--- src/rtl/infix_integer_expression_evaluator_macros.svh ---
// Assertion helpers for the evaluator RTL.
`ifndef INFIX_INTEGER_EXPRESSION_EVALUATOR_MACROS_SVH
`define INFIX_INTEGER_EXPRESSION_EVALUATOR_MACROS_SVH

// Same-cycle implication, checked out of reset.
`define IIEE_ASSERT_IMPLY(lbl, ante, cons, msg) \
    lbl: assert property (@(posedge clk) disable iff (!rst_n) (ante) |-> (cons)) \
        else $error(msg);

// Next-cycle implication, checked out of reset.
`define IIEE_ASSERT_NEXT(lbl, ante, cons, msg) \
    lbl: assert property (@(posedge clk) disable iff (!rst_n) (ante) |=> (cons)) \
        else $error(msg);

`endif

--- src/rtl/iiee_pkg.sv ---
`default_nettype none

package iiee_pkg;

    localparam int VALUE_WIDTH_DEF = 32;
    localparam int QUEUE_DEPTH     = 4;
    localparam int OUT_VALUE_W     = 32;
    localparam int STATUS_W        = 2;

    localparam logic [7:0] CH_MUL   = 8'h2A;
    localparam logic [7:0] CH_DIV   = 8'h2F;
    localparam logic [7:0] CH_ADD   = 8'h2B;
    localparam logic [7:0] CH_SUB   = 8'h2D;
    localparam logic [7:0] CH_SPACE = 8'h20;
    localparam logic [7:0] CH_ZERO  = 8'h30;
    localparam logic [7:0] CH_NINE  = 8'h39;

    localparam logic [STATUS_W-1:0] STATUS_OK       = 2'd0;
    localparam logic [STATUS_W-1:0] STATUS_BAD_CHAR = 2'd1;
    localparam logic [STATUS_W-1:0] STATUS_DIV_ZERO = 2'd2;

    // Classified character
    typedef enum logic [2:0] {
        OP_DIGIT,
        OP_NOP,
        OP_BAD,
        OP_MUL,
        OP_DIV,
        OP_ADD,
        OP_SUB
    } op_t;

    typedef enum logic [1:0] {
        PEND_NONE,
        PEND_MUL,
        PEND_DIV
    } pend_t;

    typedef enum logic [2:0] {
        ST_FETCH,
        ST_FACTOR,
        ST_MUL,
        ST_DIV,
        ST_FIX,
        ST_POST
    } state_t;

    typedef struct packed {
        op_t        op;
        logic [3:0] digit;
        logic       last;
    } q_entry_t;

endpackage

`default_nettype wire

--- src/rtl/infix_integer_expression_evaluator.sv ---
// Channel   | Dir | Signals                         | Carries
// ----------+-----+---------------------------------+------------------------------------
// s_ (in)   | in  | s_tvalid s_tready s_tdata s_tlast | one ASCII character, tlast = end
// m_ (out)  | out | m_tvalid m_tready m_tdata        | value and status of one expression
//
// A digit is added into the current number as it is fetched; a space that does not end
// the expression is dropped by the classifier. An operator passes through the factor and
// post steps, with the multiply steps between them after a pending multiply, or the divide
// and fix steps after a pending nonzero divide; closing the expression repeats that.
// Reset (rst_n low, asynchronous) empties the 4-entry queue and clears all sums.
// The queue lets the classifier run ahead; a held result stalls only the next close.
`default_nettype none

`include "infix_integer_expression_evaluator_macros.svh"

module infix_integer_expression_evaluator #(
    parameter int VALUE_WIDTH = iiee_pkg::VALUE_WIDTH_DEF
) (
    input  wire logic        clk,
    input  wire logic        rst_n,
    input  wire logic        s_tvalid,
    output logic             s_tready,
    input  wire logic [7:0]  s_tdata,   // [7:0] char_code
    input  wire logic        s_tlast,   // last
    output logic             m_tvalid,
    input  wire logic        m_tready,
    output logic [39:0]      m_tdata    // [31:0] value, [33:32] status, [39:34] zero
);

    iiee_pkg::q_entry_t  f_ent;
    logic                f_valid;
    logic                f_ready;
    iiee_pkg::q_entry_t  q_ent;
    logic                q_valid;
    logic                q_ready;
    logic [iiee_pkg::OUT_VALUE_W-1:0] res_value;
    logic [iiee_pkg::STATUS_W-1:0]    res_status;
    logic                res_err;

    // Classify characters and hold one for the queue
    iiee_front u_front (
        .clk       (clk),
        .rst_n     (rst_n),
        .s_tvalid  (s_tvalid),
        .s_tready  (s_tready),
        .s_tdata   (s_tdata),
        .s_tlast   (s_tlast),
        .ent       (f_ent),
        .ent_valid (f_valid),
        .ent_ready (f_ready)
    );

    // Decouple the classifier from the engine
    iiee_queue u_queue (
        .clk       (clk),
        .rst_n     (rst_n),
        .in_ent    (f_ent),
        .in_valid  (f_valid),
        .in_ready  (f_ready),
        .out_ent   (q_ent),
        .out_valid (q_valid),
        .out_ready (q_ready)
    );

    // Evaluate and register the result
    iiee_back #(
        .VALUE_WIDTH (VALUE_WIDTH)
    ) u_back (
        .clk        (clk),
        .rst_n      (rst_n),
        .q_ent      (q_ent),
        .q_valid    (q_valid),
        .q_ready    (q_ready),
        .out_valid  (m_tvalid),
        .out_ready  (m_tready),
        .out_value  (res_value),
        .out_status (res_status)
    );

    // Pack the result transfer, zero-fill to whole bytes
    assign m_tdata = {6'd0, res_status, res_value};

    assign res_err = (res_status != iiee_pkg::STATUS_OK);

    `IIEE_ASSERT_IMPLY(a_err_value_zero, m_tvalid && res_err, res_value == '0, "error value")
    `IIEE_ASSERT_IMPLY(a_status_code, m_tvalid, res_status != 2'd3, "unknown status code")
    `IIEE_ASSERT_IMPLY(a_stall_cause, !s_tready, f_valid && !f_ready, "stall without cause")
    `IIEE_ASSERT_NEXT(a_fill_hold, f_valid && !f_ready, f_valid, "held character dropped")

endmodule

`default_nettype wire

--- src/rtl/iiee_front.sv ---
`default_nettype none

module iiee_front (
    input  wire logic               clk,
    input  wire logic               rst_n,
    input  wire logic               s_tvalid,
    output logic                    s_tready,
    input  wire logic [7:0]         s_tdata,    // [7:0] char_code
    input  wire logic               s_tlast,
    output iiee_pkg::q_entry_t      ent,
    output logic                    ent_valid,
    input  wire logic               ent_ready
);

    logic                hold_valid_reg;
    logic                hold_valid_next;
    iiee_pkg::q_entry_t  hold_reg;
    iiee_pkg::q_entry_t  hold_next;
    iiee_pkg::q_entry_t  cls;
    logic                keep;
    logic                accept;

    // Classify the incoming character
    always_comb
    begin
        cls.digit = 4'(s_tdata - iiee_pkg::CH_ZERO);
        cls.last  = s_tlast;
        priority if (s_tdata >= iiee_pkg::CH_ZERO && s_tdata <= iiee_pkg::CH_NINE)
        begin
            cls.op = iiee_pkg::OP_DIGIT;
        end
        else if (s_tdata == iiee_pkg::CH_SPACE)
        begin
            cls.op = iiee_pkg::OP_NOP;
        end
        else if (s_tdata == iiee_pkg::CH_MUL)
        begin
            cls.op = iiee_pkg::OP_MUL;
        end
        else if (s_tdata == iiee_pkg::CH_DIV)
        begin
            cls.op = iiee_pkg::OP_DIV;
        end
        else if (s_tdata == iiee_pkg::CH_ADD)
        begin
            cls.op = iiee_pkg::OP_ADD;
        end
        else if (s_tdata == iiee_pkg::CH_SUB)
        begin
            cls.op = iiee_pkg::OP_SUB;
        end
        else
        begin
            cls.op = iiee_pkg::OP_BAD;
        end
    end

    // Drop spaces unless they close the expression
    assign keep     = !(cls.op == iiee_pkg::OP_NOP && !s_tlast);
    assign s_tready = !hold_valid_reg || ent_ready;
    assign accept   = s_tvalid && s_tready;

    always_comb
    begin
        hold_valid_next = hold_valid_reg;
        hold_next       = hold_reg;
        if (ent_ready)
        begin
            hold_valid_next = 1'b0;
        end
        if (accept && keep)
        begin
            hold_valid_next = 1'b1;
            hold_next       = cls;
        end
    end

    always_ff @(posedge clk or negedge rst_n)
    begin
        if (!rst_n)
        begin
            hold_valid_reg <= 1'b0;
        end
        else
        begin
            hold_valid_reg <= hold_valid_next;
        end
    end

    always_ff @(posedge clk)
    begin
        hold_reg <= hold_next;
    end

    assign ent       = hold_reg;
    assign ent_valid = hold_valid_reg;

endmodule

`default_nettype wire

--- src/rtl/iiee_queue.sv ---
`default_nettype none

module iiee_queue (
    input  wire logic               clk,
    input  wire logic               rst_n,
    input  wire iiee_pkg::q_entry_t in_ent,
    input  wire logic               in_valid,
    output logic                    in_ready,
    output iiee_pkg::q_entry_t      out_ent,
    output logic                    out_valid,
    input  wire logic               out_ready
);

    localparam int DEPTH = iiee_pkg::QUEUE_DEPTH;
    localparam int PTR_W = $clog2(DEPTH);
    localparam int CNT_W = $clog2(DEPTH + 1);

    iiee_pkg::q_entry_t  mem [DEPTH];
    logic [PTR_W-1:0]    wr_ptr_reg;
    logic [PTR_W-1:0]    wr_ptr_next;
    logic [PTR_W-1:0]    rd_ptr_reg;
    logic [PTR_W-1:0]    rd_ptr_next;
    logic [CNT_W-1:0]    count_reg;
    logic [CNT_W-1:0]    count_next;
    logic                push;
    logic                pop;

    assign in_ready  = (count_reg != CNT_W'(DEPTH));
    assign out_valid = (count_reg != '0);
    assign push      = in_valid && in_ready;
    assign pop       = out_valid && out_ready;
    assign out_ent   = mem[rd_ptr_reg];

    always_comb
    begin
        wr_ptr_next = wr_ptr_reg;
        rd_ptr_next = rd_ptr_reg;
        count_next  = count_reg;
        if (push)
        begin
            wr_ptr_next = (wr_ptr_reg == PTR_W'(DEPTH - 1)) ? '0 : wr_ptr_reg + 1'b1;
        end
        if (pop)
        begin
            rd_ptr_next = (rd_ptr_reg == PTR_W'(DEPTH - 1)) ? '0 : rd_ptr_reg + 1'b1;
        end
        if (push && !pop)
        begin
            count_next = count_reg + 1'b1;
        end
        else if (pop && !push)
        begin
            count_next = count_reg - 1'b1;
        end
    end

    always_ff @(posedge clk or negedge rst_n)
    begin
        if (!rst_n)
        begin
            wr_ptr_reg <= '0;
            rd_ptr_reg <= '0;
            count_reg  <= '0;
        end
        else
        begin
            wr_ptr_reg <= wr_ptr_next;
            rd_ptr_reg <= rd_ptr_next;
            count_reg  <= count_next;
        end
    end

    always_ff @(posedge clk)
    begin
        if (push)
        begin
            mem[wr_ptr_reg] <= in_ent;
        end
    end

endmodule

`default_nettype wire

--- src/rtl/iiee_back.sv ---
`default_nettype none

module iiee_back #(
    parameter int VALUE_WIDTH = iiee_pkg::VALUE_WIDTH_DEF
) (
    input  wire logic                           clk,
    input  wire logic                           rst_n,
    input  wire iiee_pkg::q_entry_t             q_ent,
    input  wire logic                           q_valid,
    output logic                                q_ready,
    output logic                                out_valid,
    input  wire logic                           out_ready,
    output logic [iiee_pkg::OUT_VALUE_W-1:0]    out_value,
    output logic [iiee_pkg::STATUS_W-1:0]       out_status
);

    localparam int W     = VALUE_WIDTH;
    localparam int CNT_W = $clog2(W + 1);

    iiee_pkg::state_t  state_reg, state_next;
    logic [W-1:0]      sum_reg, sum_next;
    logic [W-1:0]      term_reg, term_next;
    logic [W-1:0]      num_reg, num_next;
    logic              neg_reg, neg_next;
    iiee_pkg::pend_t   pend_reg, pend_next;
    logic              bad_reg, bad_next;
    logic              dz_reg, dz_next;
    logic              closing_reg, closing_next;
    iiee_pkg::op_t     cur_op_reg, cur_op_next;
    logic              cur_last_reg, cur_last_next;
    logic              out_valid_reg, out_valid_next;
    logic [iiee_pkg::OUT_VALUE_W-1:0] out_value_reg, out_value_next;
    logic [iiee_pkg::STATUS_W-1:0]    out_status_reg, out_status_next;

    // Shared shift-add / restoring-divide unit
    logic [W-1:0]      a_reg, a_next;
    logic [W-1:0]      b_reg, b_next;
    logic [W-1:0]      p_reg, p_next;
    logic              qneg_reg, qneg_next;
    logic [CNT_W-1:0]  cnt_reg, cnt_next;

    logic              is_oper;
    logic              pop;
    logic              out_free;
    logic              step_last;
    logic [W-1:0]      sum_fin;
    logic [W-1:0]      mul_acc;
    logic [W:0]        rem_sh;
    logic [W:0]        rem_diff;
    logic              rem_ge;
    logic [iiee_pkg::STATUS_W-1:0] status_fin;

    assign q_ready   = (state_reg == iiee_pkg::ST_FETCH);
    assign pop       = q_ready && q_valid;
    assign is_oper   = (q_ent.op == iiee_pkg::OP_MUL) || (q_ent.op == iiee_pkg::OP_DIV)
                    || (q_ent.op == iiee_pkg::OP_ADD) || (q_ent.op == iiee_pkg::OP_SUB);
    assign out_free  = !out_valid_reg || out_ready;
    assign step_last = (cnt_reg == CNT_W'(W - 1));
    assign sum_fin   = neg_reg ? (sum_reg - term_reg) : (sum_reg + term_reg);
    assign mul_acc   = p_reg + (b_reg[0] ? a_reg : '0);
    assign rem_sh    = {p_reg, a_reg[W-1]};
    assign rem_diff  = rem_sh - {1'b0, b_reg};
    assign rem_ge    = !rem_diff[W];

    always_comb
    begin
        priority if (bad_reg)
        begin
            status_fin = iiee_pkg::STATUS_BAD_CHAR;
        end
        else if (dz_reg)
        begin
            status_fin = iiee_pkg::STATUS_DIV_ZERO;
        end
        else
        begin
            status_fin = iiee_pkg::STATUS_OK;
        end
    end

    // Next state
    always_comb
    begin
        state_next = state_reg;
        unique case (state_reg)
            iiee_pkg::ST_FETCH:
            begin
                if (q_valid && (is_oper || q_ent.last))
                begin
                    state_next = iiee_pkg::ST_FACTOR;
                end
            end
            iiee_pkg::ST_FACTOR:
            begin
                unique case (pend_reg)
                    iiee_pkg::PEND_MUL: state_next = iiee_pkg::ST_MUL;
                    iiee_pkg::PEND_DIV:
                        state_next = (num_reg == '0) ? iiee_pkg::ST_POST : iiee_pkg::ST_DIV;
                    default:            state_next = iiee_pkg::ST_POST;
                endcase
            end
            iiee_pkg::ST_MUL:
            begin
                if (step_last)
                begin
                    state_next = iiee_pkg::ST_POST;
                end
            end
            iiee_pkg::ST_DIV:
            begin
                if (step_last)
                begin
                    state_next = iiee_pkg::ST_FIX;
                end
            end
            iiee_pkg::ST_FIX:
            begin
                state_next = iiee_pkg::ST_POST;
            end
            iiee_pkg::ST_POST:
            begin
                if (!closing_reg)
                begin
                    state_next = cur_last_reg ? iiee_pkg::ST_FACTOR : iiee_pkg::ST_FETCH;
                end
                else if (out_free)
                begin
                    state_next = iiee_pkg::ST_FETCH;
                end
            end
            default:
            begin
                state_next = iiee_pkg::ST_FETCH;
            end
        endcase
    end

    // Datapath and result
    always_comb
    begin
        sum_next        = sum_reg;
        term_next       = term_reg;
        num_next        = num_reg;
        neg_next        = neg_reg;
        pend_next       = pend_reg;
        bad_next        = bad_reg;
        dz_next         = dz_reg;
        closing_next    = closing_reg;
        cur_op_next     = cur_op_reg;
        cur_last_next   = cur_last_reg;
        a_next          = a_reg;
        b_next          = b_reg;
        p_next          = p_reg;
        qneg_next       = qneg_reg;
        cnt_next        = cnt_reg;
        out_valid_next  = out_valid_reg && !out_ready;
        out_value_next  = out_value_reg;
        out_status_next = out_status_reg;

        unique case (state_reg)
            iiee_pkg::ST_FETCH:
            begin
                if (pop)
                begin
                    cur_op_next   = q_ent.op;
                    cur_last_next = q_ent.last;
                    closing_next  = !is_oper;
                    if (q_ent.op == iiee_pkg::OP_DIGIT)
                    begin
                        num_next = (num_reg << 3) + (num_reg << 1) + W'(q_ent.digit);
                    end
                    if (q_ent.op == iiee_pkg::OP_BAD)
                    begin
                        bad_next = 1'b1;
                    end
                end
            end
            iiee_pkg::ST_FACTOR:
            begin
                num_next = '0;
                cnt_next = '0;
                p_next   = '0;
                unique case (pend_reg)
                    iiee_pkg::PEND_MUL:
                    begin
                        a_next = term_reg;
                        b_next = num_reg;
                    end
                    iiee_pkg::PEND_DIV:
                    begin
                        if (num_reg == '0)
                        begin
                            dz_next   = 1'b1;
                            term_next = '0;
                        end
                        else
                        begin
                            a_next    = term_reg[W-1] ? -term_reg : term_reg;
                            b_next    = num_reg[W-1] ? -num_reg : num_reg;
                            qneg_next = term_reg[W-1] ^ num_reg[W-1];
                        end
                    end
                    default:
                    begin
                        term_next = num_reg;
                    end
                endcase
            end
            iiee_pkg::ST_MUL:
            begin
                p_next   = mul_acc;
                a_next   = a_reg << 1;
                b_next   = b_reg >> 1;
                cnt_next = cnt_reg + 1'b1;
                if (step_last)
                begin
                    term_next = mul_acc;
                end
            end
            iiee_pkg::ST_DIV:
            begin
                p_next   = rem_ge ? rem_diff[W-1:0] : rem_sh[W-1:0];
                a_next   = {a_reg[W-2:0], rem_ge};
                cnt_next = cnt_reg + 1'b1;
            end
            iiee_pkg::ST_FIX:
            begin
                term_next = qneg_reg ? -a_reg : a_reg;
            end
            iiee_pkg::ST_POST:
            begin
                if (!closing_reg)
                begin
                    unique case (cur_op_reg)
                        iiee_pkg::OP_MUL: pend_next = iiee_pkg::PEND_MUL;
                        iiee_pkg::OP_DIV: pend_next = iiee_pkg::PEND_DIV;
                        iiee_pkg::OP_ADD, iiee_pkg::OP_SUB:
                        begin
                            sum_next  = sum_fin;
                            term_next = '0;
                            pend_next = iiee_pkg::PEND_NONE;
                            neg_next  = (cur_op_reg == iiee_pkg::OP_SUB);
                        end
                        default:
                        begin
                        end
                    endcase
                    if (cur_last_reg)
                    begin
                        closing_next = 1'b1;
                    end
                end
                else if (out_free)
                begin
                    out_valid_next  = 1'b1;
                    out_status_next = status_fin;
                    out_value_next  = (status_fin == iiee_pkg::STATUS_OK)
                                    ? iiee_pkg::OUT_VALUE_W'($signed(sum_fin)) : '0;
                    sum_next        = '0;
                    term_next       = '0;
                    num_next        = '0;
                    neg_next        = 1'b0;
                    pend_next       = iiee_pkg::PEND_NONE;
                    bad_next        = 1'b0;
                    dz_next         = 1'b0;
                    closing_next    = 1'b0;
                end
            end
            default:
            begin
            end
        endcase
    end

    always_ff @(posedge clk or negedge rst_n)
    begin
        if (!rst_n)
        begin
            state_reg     <= iiee_pkg::ST_FETCH;
            sum_reg       <= '0;
            term_reg      <= '0;
            num_reg       <= '0;
            neg_reg       <= 1'b0;
            pend_reg      <= iiee_pkg::PEND_NONE;
            bad_reg       <= 1'b0;
            dz_reg        <= 1'b0;
            closing_reg   <= 1'b0;
            out_valid_reg <= 1'b0;
        end
        else
        begin
            state_reg     <= state_next;
            sum_reg       <= sum_next;
            term_reg      <= term_next;
            num_reg       <= num_next;
            neg_reg       <= neg_next;
            pend_reg      <= pend_next;
            bad_reg       <= bad_next;
            dz_reg        <= dz_next;
            closing_reg   <= closing_next;
            out_valid_reg <= out_valid_next;
        end
    end

    always_ff @(posedge clk)
    begin
        cur_op_reg     <= cur_op_next;
        cur_last_reg   <= cur_last_next;
        a_reg          <= a_next;
        b_reg          <= b_next;
        p_reg          <= p_next;
        qneg_reg       <= qneg_next;
        cnt_reg        <= cnt_next;
        out_value_reg  <= out_value_next;
        out_status_reg <= out_status_next;
    end

    assign out_valid  = out_valid_reg;
    assign out_value  = out_value_reg;
    assign out_status = out_status_reg;

endmodule

`default_nettype wire
--- config.mk ---
export PLATFORM = sky130hd
export DESIGN_NAME = infix_integer_expression_evaluator
export DESIGN_NICKNAME = d
export VERILOG_FILES = /design/src/rtl/iiee_pkg.sv /design/src/rtl/infix_integer_expression_evaluator.sv /design/src/rtl/iiee_front.sv /design/src/rtl/iiee_queue.sv /design/src/rtl/iiee_back.sv
export VERILOG_INCLUDE_DIRS = /design/src /design/src/rtl
export SDC_FILE = /design/constraint.sdc
export NUM_CORES = 1
export LEC_CHECK = 0
export ABC_CLOCK_PERIOD_IN_PS = 9300
export BUFFER_PORTS_ARGS = -buffer_cell sky130_fd_sc_hd__buf_4
export CORE_ASPECT_RATIO = 1.1
export CORE_UTILIZATION = 30
export DETAILED_ROUTE_END_ITERATION = 12
export SYNTH_ARGS = -nofsm -noshare
export SYNTH_HDL_FRONTEND = slang
export SYNTH_SLANG_ARGS = --single-unit
--- constraint.sdc ---
create_clock -name clk -period 9.3 [get_ports clk]
set_clock_uncertainty 0.05 [all_clocks]
set_input_delay 1.86 -clock clk [delete_from_list [all_inputs] [get_ports clk]]
set_output_delay 1.86 -clock clk [all_outputs]
set_load 0.01 [all_outputs]
# == Word level (Yosys, flattened, before mapping) ==
# Memory sizes are Yosys's and may differ from the RTL's.
# Cells that the tools add are included.
# word_totals
regBits,263
ram_bits,32
in_bits,13
out_inout_bits,42
wordCells,218
memories,1
# mem_list
memory,depth,width,rd,rd_ports_with_merged_regs,wr,line_no,text
u_queue.mem,4,8,1,0,1,iiee_queue.sv:18,iiee_pkg::q_entry_t mem [DEPTH];
# classes
add_sub_neg,15
order_cmp,2
n_eq_ne,43
muxes,73
bitwise,2
reduce_logical,56
# op_table
cell,n
two-way mux 32 bit,18
one-hot mux 32 bit (3 select lines),3
one-hot mux 32 bit (2 select lines),4
one-hot mux 32 bit (4 select lines),1
adder 32 bit,3
negation 32 bit,3
two-way mux 3 bit,14
equality test 8 x 6 -> 1 bit (second input constant),5
subtractor 33 x 32 -> 33 bit,1
adder 32 x 4 -> 32 bit,1
logical NOT 32 bit,1
subtractor 32 bit,1
equality test 3 bit (second input constant),8
two-way mux 1 bit,20
one-hot mux 3 bit (6 select lines),1
AND reduction 3 bit,6
equality test 3 x 2 -> 1 bit (second input constant),5
AND reduction 5 bit,3
nonzero test 2 bit,7
two-way mux 2 bit,6
inequality test 2 x 1 -> 1 bit (second input constant),6
inequality test 2 bit (second input constant),6
one-hot mux 6 bit (2 select lines),1
logical AND 1 bit,10
28 further kinds,57

# == Longest topological paths before layout ==
# Gate-level depths: netlist of the first run.
# depth
depth_word,12
mapped_depth,20
mapped_depth_nobuf,19

# == Hierarchy ==
# Synthesis of the first run repeated with hierarchy kept, for this count alone.
# unflattened
cells_unflattened,2311
area_unflattened_um2,21451.8
# modules_own_cells
mod,n_inst,cells_each,area_per_inst_um2,seq_area_each_um2
iiee_back,1,2198,19421.1,6886.6
iiee_queue,1,78,1594.0,1136.1
iiee_front,1,28,387.9,265.3
infix_integer_expression_evaluator,1,7,48.8,0.0

# == Worst setup path before layout of the first run ==
# No wires, ideal clock.
# synth_path
path_type,register to register
start,reg u_back.num_reg[0]
end,"reg u_back.a_reg[0], enable pin"
setup_ps,470
arrival_time_ps,4032
t_required_ps,8780
slack_ps,4748
path_stages_with_launch,10
path_buffers,0
period_less_slack_ps,4552
path_cell_list,dfrtp_1 > inv_1 > ha_1 > or3b_1 > nor4_4 > and4_4 > and3b_4 > nand2_1 > o21ai_0 > a211oi_1
# synth_via
elab_chain_len,3
# synth_rtl
item,line_no,text
"start, declared",iiee_back.sv:23,"logic [W-1:0] num_reg, num_next;"
"start signal, assigned",iiee_back.sv:295,num_reg <= num_next;
logical NOT 32 bit,iiee_back.sv:191,if (num_reg == '0)
inequality test 3 bit (no line),--,
AND reduction 3 bit (no line),--,
"end signal, assigned",iiee_back.sv:309,a_reg <= a_next;
"end, declared",iiee_back.sv:36,"logic [W-1:0] a_reg, a_next;"
# No other way between the ends.
# A chain may end at the register's enable or synchronous reset.

# == Final worst setup path of the first run ==
# layout_path
start,reg u_back.term_reg[0]
end,"reg u_back.out_value_reg, in the netlist u_back.out_value[31] (data pin)"
# layout_via
elab_chain_len,2
word_cells_on_any_way,3
cone_classes,2 x add/sub; 1 x mux
# layout_rtl
item,line_no,text
"start, declared",iiee_back.sv:22,"logic [W-1:0] term_reg, term_next;"
"start signal, assigned",iiee_back.sv:294,term_reg <= term_next;
adder 32 bit / subtractor 32 bit (equally long branches),iiee_back.sv:59,assign sum_fin = neg_reg ? (sum_reg - term_reg) : (sum_reg + term_reg);
two-way mux 32 bit (*),iiee_back.sv:59,
"end signal, assigned",iiee_back.sv:314,out_value_reg <= out_value_next;
"end, declared",iiee_back.sv:32,"logic [iiee_pkg::OUT_VALUE_W-1:0] out_value_reg, out_value_next;"
# Every way passes the cells marked *; elsewhere a longest branch is shown, timed or not.

==> reports/results.ini, run 1 <==
[placement]
hpwl_mm = 45.62
dpl-instance-area_um2 = 23610
port_buffers = 48
gp_congestion = 0.8726

[yosys]
synth_area_leaders = edfxtp_1 (24%), dfrtp_1 (13%), ha_1 (9.3%)
synth_cells = 2434
ys_seq_elements = 295
avgSynthCellArea_um2 = 9.200
synth_top_area_share_pct = 24.27
synth-edff-count = 181
yosys.area.top_type = edfxtp_1
postSynth.asyncResetShare_pct = 38.64
synth.most_common_cell = nand2_1
yosys_most_used_dff = edfxtp_1
syn_area_um2 = 22390
yosysWarnings = 0
synth_seq_area_share_pct = 37.01
ys_top_cells_by_count = nand2_1 (259), nor2_1 (193), edfxtp_1 (181)
yosys.cell_types.count = 99

[clock_tree]
cts.sinks = 295
cts_root_buf = clkbuf_16
cts.repair.resized = 0
cts_tree = yes
cts_buffers = 36
ctsHtreeMaxLevel = 2
cts.clk_slew.worst_paths_ns = 0.06
clock_latency_ns = 0.58
clock_path_buffers = 3
post_cts_buffers = 0
hold_buffers = 0

[timing]
hold_viol = 0
timing_worst_slew_pin_value_ns = 1.052
tns_ns = 0
min_period_over_period_pct = 56.13
drv_slew = 0
timing.slew.headroom_pct = 29.67
finalCriticalPeriod_ns = 5.221
max_freq_ghz = 0.1916
rsz0062_at_grt = false
setup_viol = 0

[floorplanning]
io_pins = 55
die_area_um2 = 75740
core_um2 = 73520
rows = 104
die_y_um = 288.6
die_width_um = 262.5
start_util_pct = 30.46

[setup_path]
crit_chain = inv_1 -> ha_1 -> or3b_1 -> or3_4 -> nor3_1 -> nor3b_1 -> a21oi_1 -> xnor2_1 -> ha_1 -> and4_1 -> and4_1 -> o311ai_1 -> a31oi_1 -> o22ai_1 -> o41ai_1 -> mux2i_1 -> or3_1 -> a21oi_1
regToRegSetupSlack_ns = 4.08
startpoint = u_back.term_reg[0]
critPathRequiredTime_ns = 9.67
r2r_start = u_back.term_reg[0]
cp_top_family = simple AND/OR/NAND/NOR gates
worst-path-buf-inv = 1
cp_max_fo = 6
crit_slowest_cell = o41ai_1
crit_type = register to register
cp_slowest_stage_delay_ns = 0.44
cp-start-kind = register
cp-end-kind = register
crit_arrival_ns = 5.59

[detailed_routing]
wl_met2_mm = 30.17
wl_met1_mm = 27.32
viasPerCell = 5.322
vias = 18130
routed_wl_mm = 62.11
drt-initial-drc-count = 1272
highest_layer = met4
wl_met3_mm = 2.976
ant_nets = 0
drt_pass1_iterations = 7
drcViolationCount = 0
routedWlPerCell_um = 18.23

[run_status]
status = finished clean

[cells_and_area]
final_cell_area_um2 = 24820
num_antenna_cells = 0
drive_gt1_share_pct = 7.871
area_growth_pct = 10.85
fin_nets = 2609

[power_and_ir_drop]
irDropWorstVdd_mv = 0.1741
power_density_nw_per_um2 = 409.1
p_leak_nw = 10.18

[global_route]
grt_usage_pct = 16.19
grt_pass1_vias = 17740
grt_pass1_wl_mm = 98.66
grt_max_degree = 98
gr-total-overflow = 0
antenna_found_initial = 0

[worst_hold_path]
worst_hold_startpoint = u_front.ent[7]
hold_class = register to register

[run]
cap_violations = 0

cell families after synthesis:
family	after synthesis	share of synthesized area, %
other cells	1	0.01675
mux	49	2.665
simple gates	778	16.85
fa+ha+maj	172	9.811
xor+xnor	221	8.643
buf+inv	209	4.006
compound gates	709	21.00
flops	295	37.01
metrics by stage:
| stage | utilization (%) | hold WS, ns | power, W | setup WS [ns] | std cells |
|---|---|---|---|---|---|
| after global placement | 32.12 | 0.4158 | 0.008635 | 4.268 | 3340 |
| after detailed placement | 32.12 | 0.4283 | 0.008675 | 4.147 | 3340 |
| final | 33.76 | 0.4486 | 0.01015 | 4.079 | 3406 |
| after floorplan | - | 0.3985 | 0.007146 | 4.748 | 2439 |
| after global routing | 33.76 | 0.4655 | 0.01096 | 3.635 | 3406 |
| after CTS | 33.76 | 0.4457 | 0.01019 | 4.111 | 3406 |
area by class of cell:
cell class              count  area [um^2]
multi-input cells        1935        13310
clock buffers              47         1003
well taps                 954         1194
repair buffers             64        480.5
flip-flops and latches    295         8288
clock inverters            19        207.7
fillers                  7536        48700
inverters                  92        345.3
worst paths after layout:
check                                   endpoint  depth (start not counted)
max in group asynchronous     u_back.num_reg[18]                          2
setup reg to reg            u_back.out_value[31]                         18
min in group asynchronous  u_queue.rd_ptr_reg[0]                          1
hold reg to reg                u_queue.mem[0][7]                          0
hold / removal                 u_queue.mem[0][7]                          0
setup / recovery            u_back.out_value[31]                         18
layer usage:
layer	global-route usage, %	up-vias
met5	0	-
li1	-	8868
met4	4.926	0
met1	20.70	8745
met2	28.32	410
met3	2.157	103
cell usage in the layout, fill, tap and decap left out, drive strengths merged, types with 9 or more instances in the layout:
master / count
nor3: 38
nand2: 260
a211oi: 11
or2: 9
dfrtp: 114
a31oi: 30
edfxtp: 181
o21a: 21
a22o: 35
xor2: 71
o21bai: 19
and2: 77
nor2b: 29
a221oi: 11
nand2b: 23
nand3b: 10
clkinv: 11
mux2i: 36
inv: 95
clkbuf: 47
o41ai: 11
a21o: 55
nor4: 18
or3: 15
buf: 64
o21ai: 213
o211ai: 19
xnor2: 150
a21oi: 160
nor2: 194
a22oi: 11
nand4: 20
o31ai: 31
a21boi: 10
nand3: 39
and3: 23
ha: 166
power by group:
group / internal [W] / switching (W) / total [W]
clock: 0.000856 / 0.000614 / 0.00147
sequential: 0.00204 / 0.000577 / 0.00261
combinational: 0.00241 / 0.00366 / 0.00607
total: 0.00530 / 0.00485 / 0.0102
Power figures use the tool's default switching activity.
==> run 2: changes to the inputs <==
--- a/config.mk
+++ b/config.mk
@@ -6,7 +6,7 @@
 export SDC_FILE = /design/constraint.sdc
 export NUM_CORES = 1
 export LEC_CHECK = 0
-export ABC_CLOCK_PERIOD_IN_PS = 9300
+export ABC_CLOCK_PERIOD_IN_PS = 4200
 export BUFFER_PORTS_ARGS = -buffer_cell sky130_fd_sc_hd__buf_4
 export CORE_ASPECT_RATIO = 1.1
 export CORE_UTILIZATION = 30
==> constraint.sdc (replaced) <==
create_clock -name clk -period 4.2 [get_ports clk]
set_clock_uncertainty 0.05 [all_clocks]
set_input_delay 0.84 -clock clk [delete_from_list [all_inputs] [get_ports clk]]
set_output_delay 0.84 -clock clk [all_outputs]
set_load 0.01 [all_outputs]
==> reports/results.ini, run 2 (synthesized netlist as in run 1, its figures left out) <==
[detailed_routing]
drt_pass1_iterations = 5
drt-initial-drc-count = 1293
ant_nets = 0
routed_wl_mm = 64.94
drcViolationCount = 0
routedWlPerCell_um = 18.27
vias = 18800
viasPerCell = 5.287

[global_route]
top_usage_layer = met2
grt_max_degree = 98
grt_pass1_wl_mm = 101.4
grt_usage_pct = 16.69
grt_pass1_vias = 18500
grtUsageMet1_pct = 20.72
antenna_found_initial = 1
use_met3_pct = 2.430
grt.met2_usage_pct = 29.81
gr-total-overflow = 0

[power_and_ir_drop]
p_leak_nw = 11.08
power_density_nw_per_um2 = 942.1
irDropWorstVdd_mv = 0.4568
finalPower_w = 0.02497

[timing]
min_period_over_period_pct = 104.2
final.setup.worst_slack_ns = -0.1774
fin_hold_ws_ns = 0.3180
finalCriticalPeriod_ns = 4.377
hold_viol = 0
setup_viol = 11
timing_worst_slew_pin_value_ns = 0.9787
max_freq_ghz = 0.2284
drv_slew = 0
rsz0062_at_grt = true
timing.slew.headroom_pct = 34.60

[clock_tree]
hold_buffers = 0
cts_tree = yes
cts.sinks = 295
clock_path_buffers = 3
cts_root_buf = clkbuf_16
clock_latency_ns = 0.58
cts_buffers = 36
cts.clk_slew.worst_paths_ns = 0.06
ctsHtreeMaxLevel = 2

[floorplanning]
start_util_pct = 30.46
die_width_um = 262.5
rows = 104
die_area_um2 = 75740
die_y_um = 288.6
io_pins = 55
core_um2 = 73520

[run_status]
status = complete, but fails checks
violations = setup timing

[run]
cap_violations = 0

[cells_and_area]
num_antenna_cells = 0
mostFrequentLayoutCells = nand2_1 (258), buf_4 (203), nor2_1 (187), edfxtp_1 (181), o21ai_0 (167)
final_common_cell = nand2_1
fin_util_pct = 36.05
fin_nets = 2758
area_growth_pct = 18.36
fillers = 7427
drive_gt1_share_pct = 15.42
final_cell_area_um2 = 26510

[setup_path]
crit_type = register to register
cp_max_fo = 4
critPathRequiredTime_ns = 4.47
cp-end-kind = register
cp-start-kind = register
crit_arrival_ns = 4.64

[placement]
gp_congestion = 0.9252
pre_cts_ws_ns = -0.3259
hpwl_mm = 48.00
dpl-instance-area_um2 = 24630
port_buffers = 48

[worst_hold_path]
hold_class = input pin to asynchronous set/reset pin

[run 2: worst max-delay path: stages, from the launching register on]
cell	delay [ns]
dfrtp_1	0.39
inv_2	0.10
ha_4	0.13
or3b_4	0.37
or3_4	0.35
nor3_4	0.14
nor3b_4	0.27
a21oi_2	0.09
xnor2_1	0.13
ha_1	0.33
and4_4	0.24
and4_4	0.23
o311ai_4	0.10
a31oi_2	0.20
o22ai_2	0.14
o41ai_2	0.27
mux2i_1	0.35
or3_1	0.16
a21oi_1	0.05
[run 2: area by class of cell]
cell class                 count  area [um^2]  area share, %
inverter                      92        345.3          1.303
clock buffer                  48        967.2          3.649
multi-input combinational   1935        13790          52.03
timing repair buffer         213         1685          6.359
clock inverter                18        235.2         0.8875
tap                          954         1194          4.503
sequential                   295         8288          31.27
[run 2: timing repair]
action                     4_1_cts  5_1_grt
setup endpoints to repair       19       60
cloned                           0        1
resized for setup               35       58
setup buffers                   11       14
pin swaps                       14       48
[run 2: layer usage]
metal,up-vias,wire [um]
met2,412,31870
met1,9118,28240
met4,0,1760
li1,9158,-
met5,-,0
met3,109,3074
[run 2: power breakdown]
part           leakage (nW)  internal, W  switching (W)
registers              3.26      0.00451        0.00112
logic                  7.24      0.00700        0.00912
clock network         0.585      0.00189        0.00133
total                  11.1       0.0134         0.0116
[run 2: through the flow]
| step | TNS [ns] | std cells |
|---|---|---|
| 4_1_cts | -0.2466 | 3542 |
| 6_report | -0.9056 | 3555 |
| 2_1_floorplan | 0 | 2439 |
| 5_1_grt | -5.381 | 3555 |
| 3_3_place_gp | -1.432 | 3466 |
| 3_5_place_dp | -2.738 | 3466 |
[run 2: final timing paths]
kind                                    start  depth (start not counted)                   end  slack (ns)
min in group clk                      s_tlast                          1        u_front.ent[0]        0.41
hold / removal                          rst_n                          1  u_queue.count_reg[2]        0.32
setup reg to reg           u_back.term_reg[0]                         18  u_back.out_value[31]       -0.18
setup / recovery           u_back.term_reg[0]                         18  u_back.out_value[31]       -0.18
hold reg to reg             u_back.sum_reg[0]                          2     u_back.sum_reg[0]        0.43
max in group asynchronous               rst_n                          2   u_back.term_reg[13]        2.92
==> run 3: changes to the inputs <==
--- a/config.mk
+++ b/config.mk
@@ -9,8 +9,9 @@
 export ABC_CLOCK_PERIOD_IN_PS = 4200
 export BUFFER_PORTS_ARGS = -buffer_cell sky130_fd_sc_hd__buf_4
 export CORE_ASPECT_RATIO = 1.1
-export CORE_UTILIZATION = 30
+export CORE_UTILIZATION = 58
 export DETAILED_ROUTE_END_ITERATION = 12
+export PLACE_DENSITY = 0.78
 export SYNTH_ARGS = -nofsm -noshare
 export SYNTH_HDL_FRONTEND = slang
 export SYNTH_SLANG_ARGS = --single-unit
==> reports/results.ini, run 3 (synthesized netlist as in run 1, its figures left out) <==
[setup_path]
critPathRequiredTime_ns = 4.58
cp-end-kind = register
crit_arrival_ns = 4.79
regToRegSetupSlack_ns = -0.20
cp_max_fo = 4
worst-r2r-cell-count = 18
crit_type = register to register
startpoint = u_back.term_reg[0]
r2r_end = u_back.out_value[31]
r2r_start = u_back.term_reg[0]
cp-start-kind = register
crit_path_end = u_back.out_value[31]

[cells_and_area]
multi_input_area_um2 = 13810
regArea_um2 = 8288
fillers = 3031
final_cell_area_um2 = 25790
drive_gt1_share_pct = 15.16
num_antenna_cells = 0
fin_nets = 2738
mostFrequentLayoutCells = nand2_1 (258), nor2_1 (185), buf_4 (181), edfxtp_1 (181), o21ai_0 (166)
area_growth_pct = 15.17
final_common_cell = nand2_1
finalNonFillerCells = 3079

[clock_tree]
cts.sinks = 295
cts_buffers = 34
cts_tree = yes
clock_latency_ns = 0.58
hold_buffers = 0
clock_path_buffers = 3
ctsHtreeMaxLevel = 2
cts.clk_slew.worst_paths_ns = 0.06
cts_root_buf = clkbuf_16

[power_and_ir_drop]
p_leak_nw = 10.97
comb_power_share_pct = 64.9
p_sw_share_pct = 46.90
finalPower_w = 0.02494
clock_power_share_pct = 12.3
seqPwrFrac_pct = 22.8
p_sw_w = 0.01170
p_int_w = 0.01324
power_density_nw_per_um2 = 966.9
irDropWorstVdd_mv = 0.6615

[worst_hold_path]
hold_class = input pin to asynchronous set/reset pin

[timing]
setup_viol = 10
finalCriticalPeriod_ns = 4.403
drv_slew = 0
hold_viol = 0
fin_hold_ws_ns = 0.3054
min_period_over_period_pct = 104.8
timing_worst_slew_pin_value_ns = 1.089
final.setup.worst_slack_ns = -0.2032
max_freq_ghz = 0.2271
timing.slew.headroom_pct = 27.25
rsz0062_at_grt = true

[global_route]
grt_pass1_wl_mm = 100.5
gr-total-overflow = 0
grt_usage_pct = 32.18
grt_pass1_vias = 19120
grt_max_degree = 99
antenna_found_initial = 0

[detailed_routing]
drcViolationCount = 0
ant_nets = 0
viasPerCell = 6.290
routed_wl_mm = 63.83
routedWlPerCell_um = 20.73
drt_pass1_iterations = 6
drt-initial-drc-count = 1595
vias = 19370

[floorplanning]
io_pins = 55
rows = 75
die_width_um = 189.4
start_util_pct = 58.78
die_y_um = 208.1
core_um2 = 38100
die_area_um2 = 39400

[run]
cap_violations = 0

[placement]
gp_congestion = 1.014
dp_cells = 2999
port_buffers = 48
dpl-instance-area_um2 = 23960
hpwl_mm = 47.26

[run_status]
status = complete, but fails checks
violations = setup timing

run 3: worst min path at each step:
stage,slack (ns),end,depth (start not counted),start
after global routing,0.36,u_back.num_reg[25],1,rst_n
after global placement,0.42,u_queue.mem[1][4],0,u_front.ent[4]
after floorplan,0.40,u_back.sum_reg[0],2,u_back.sum_reg[0]
after CTS,0.33,u_back.num_reg[25],1,rst_n
final,0.31,u_back.num_reg[25],1,rst_n
after detailed placement,0.44,u_back.sum_reg[2],2,u_back.sum_reg[2]
run 3: stage by stage:
stage | utilization [%] | setup slack [ns] | TNS (ns)
2_1_floorplan | - | 0.003320 | 0
3_3_place_gp | 62.89 | -0.1953 | -0.9579
3_5_place_dp | 62.89 | -0.3969 | -3.232
4_1_cts | 66.32 | -0.1095 | -0.3281
5_1_grt | 67.69 | -0.4275 | -3.796
6_report | 67.69 | -0.2032 | -0.7863
run 3: what timing repair did:
| action | 4_1_cts | 5_1_grt |
|---|---|---|
| buffers inserted | 6 | 14 |
| pin swaps | 12 | 31 |
| setup endpoints to repair | 22 | 63 |
| gates resized for setup | 24 | 83 |
| cloned | 0 | 1 |
run 3: power by group through the flow:
stage	clock, W	sequential [W]	combinational, W
after CTS	0.00309	0.00564	0.0152
after detailed placement	0	0.00568	0.0148
after floorplan	0	0.00526	0.0106
after global routing	0.00320	0.00578	0.0176
after global placement	0	0.00564	0.0145
final	0.00306	0.00569	0.0162
run 3: worst max-delay path: stages (launching register included):
cell and delay [ns]:
dfrtp_1 0.40, inv_2 0.09, ha_4 0.13, or3b_4 0.37, or3_4 0.36, buf_6 0.15
nor4_4 0.39, nand2_2 0.12, or3_4 0.37, nor2_4 0.10, nor2_1 0.06, xnor2_1 0.14
ha_1 0.37, and3_1 0.22, a22oi_1 0.22, o41ai_2 0.11, mux2i_1 0.16, or3_1 0.36
a21oi_1 0.12
run 3: metal layers:
layer  track usage (%)  vias up  share of wire [%]
li1                  -     9111                  -
met1             40.18     9411                 40
met2             55.72      676                 50
met3             4.825      168                6.1
met4             12.71        0                3.8
met5                 0        -                  0
run 3: cell type report:
type	count	share of cell area, %
flip-flops and latches	295	32.14
multi-input cells	1935	53.56
repair buffers	195	6.069
inverters	92	1.349
well taps	500	2.426
clock buffers	43	3.546
clock inverters	19	0.9120
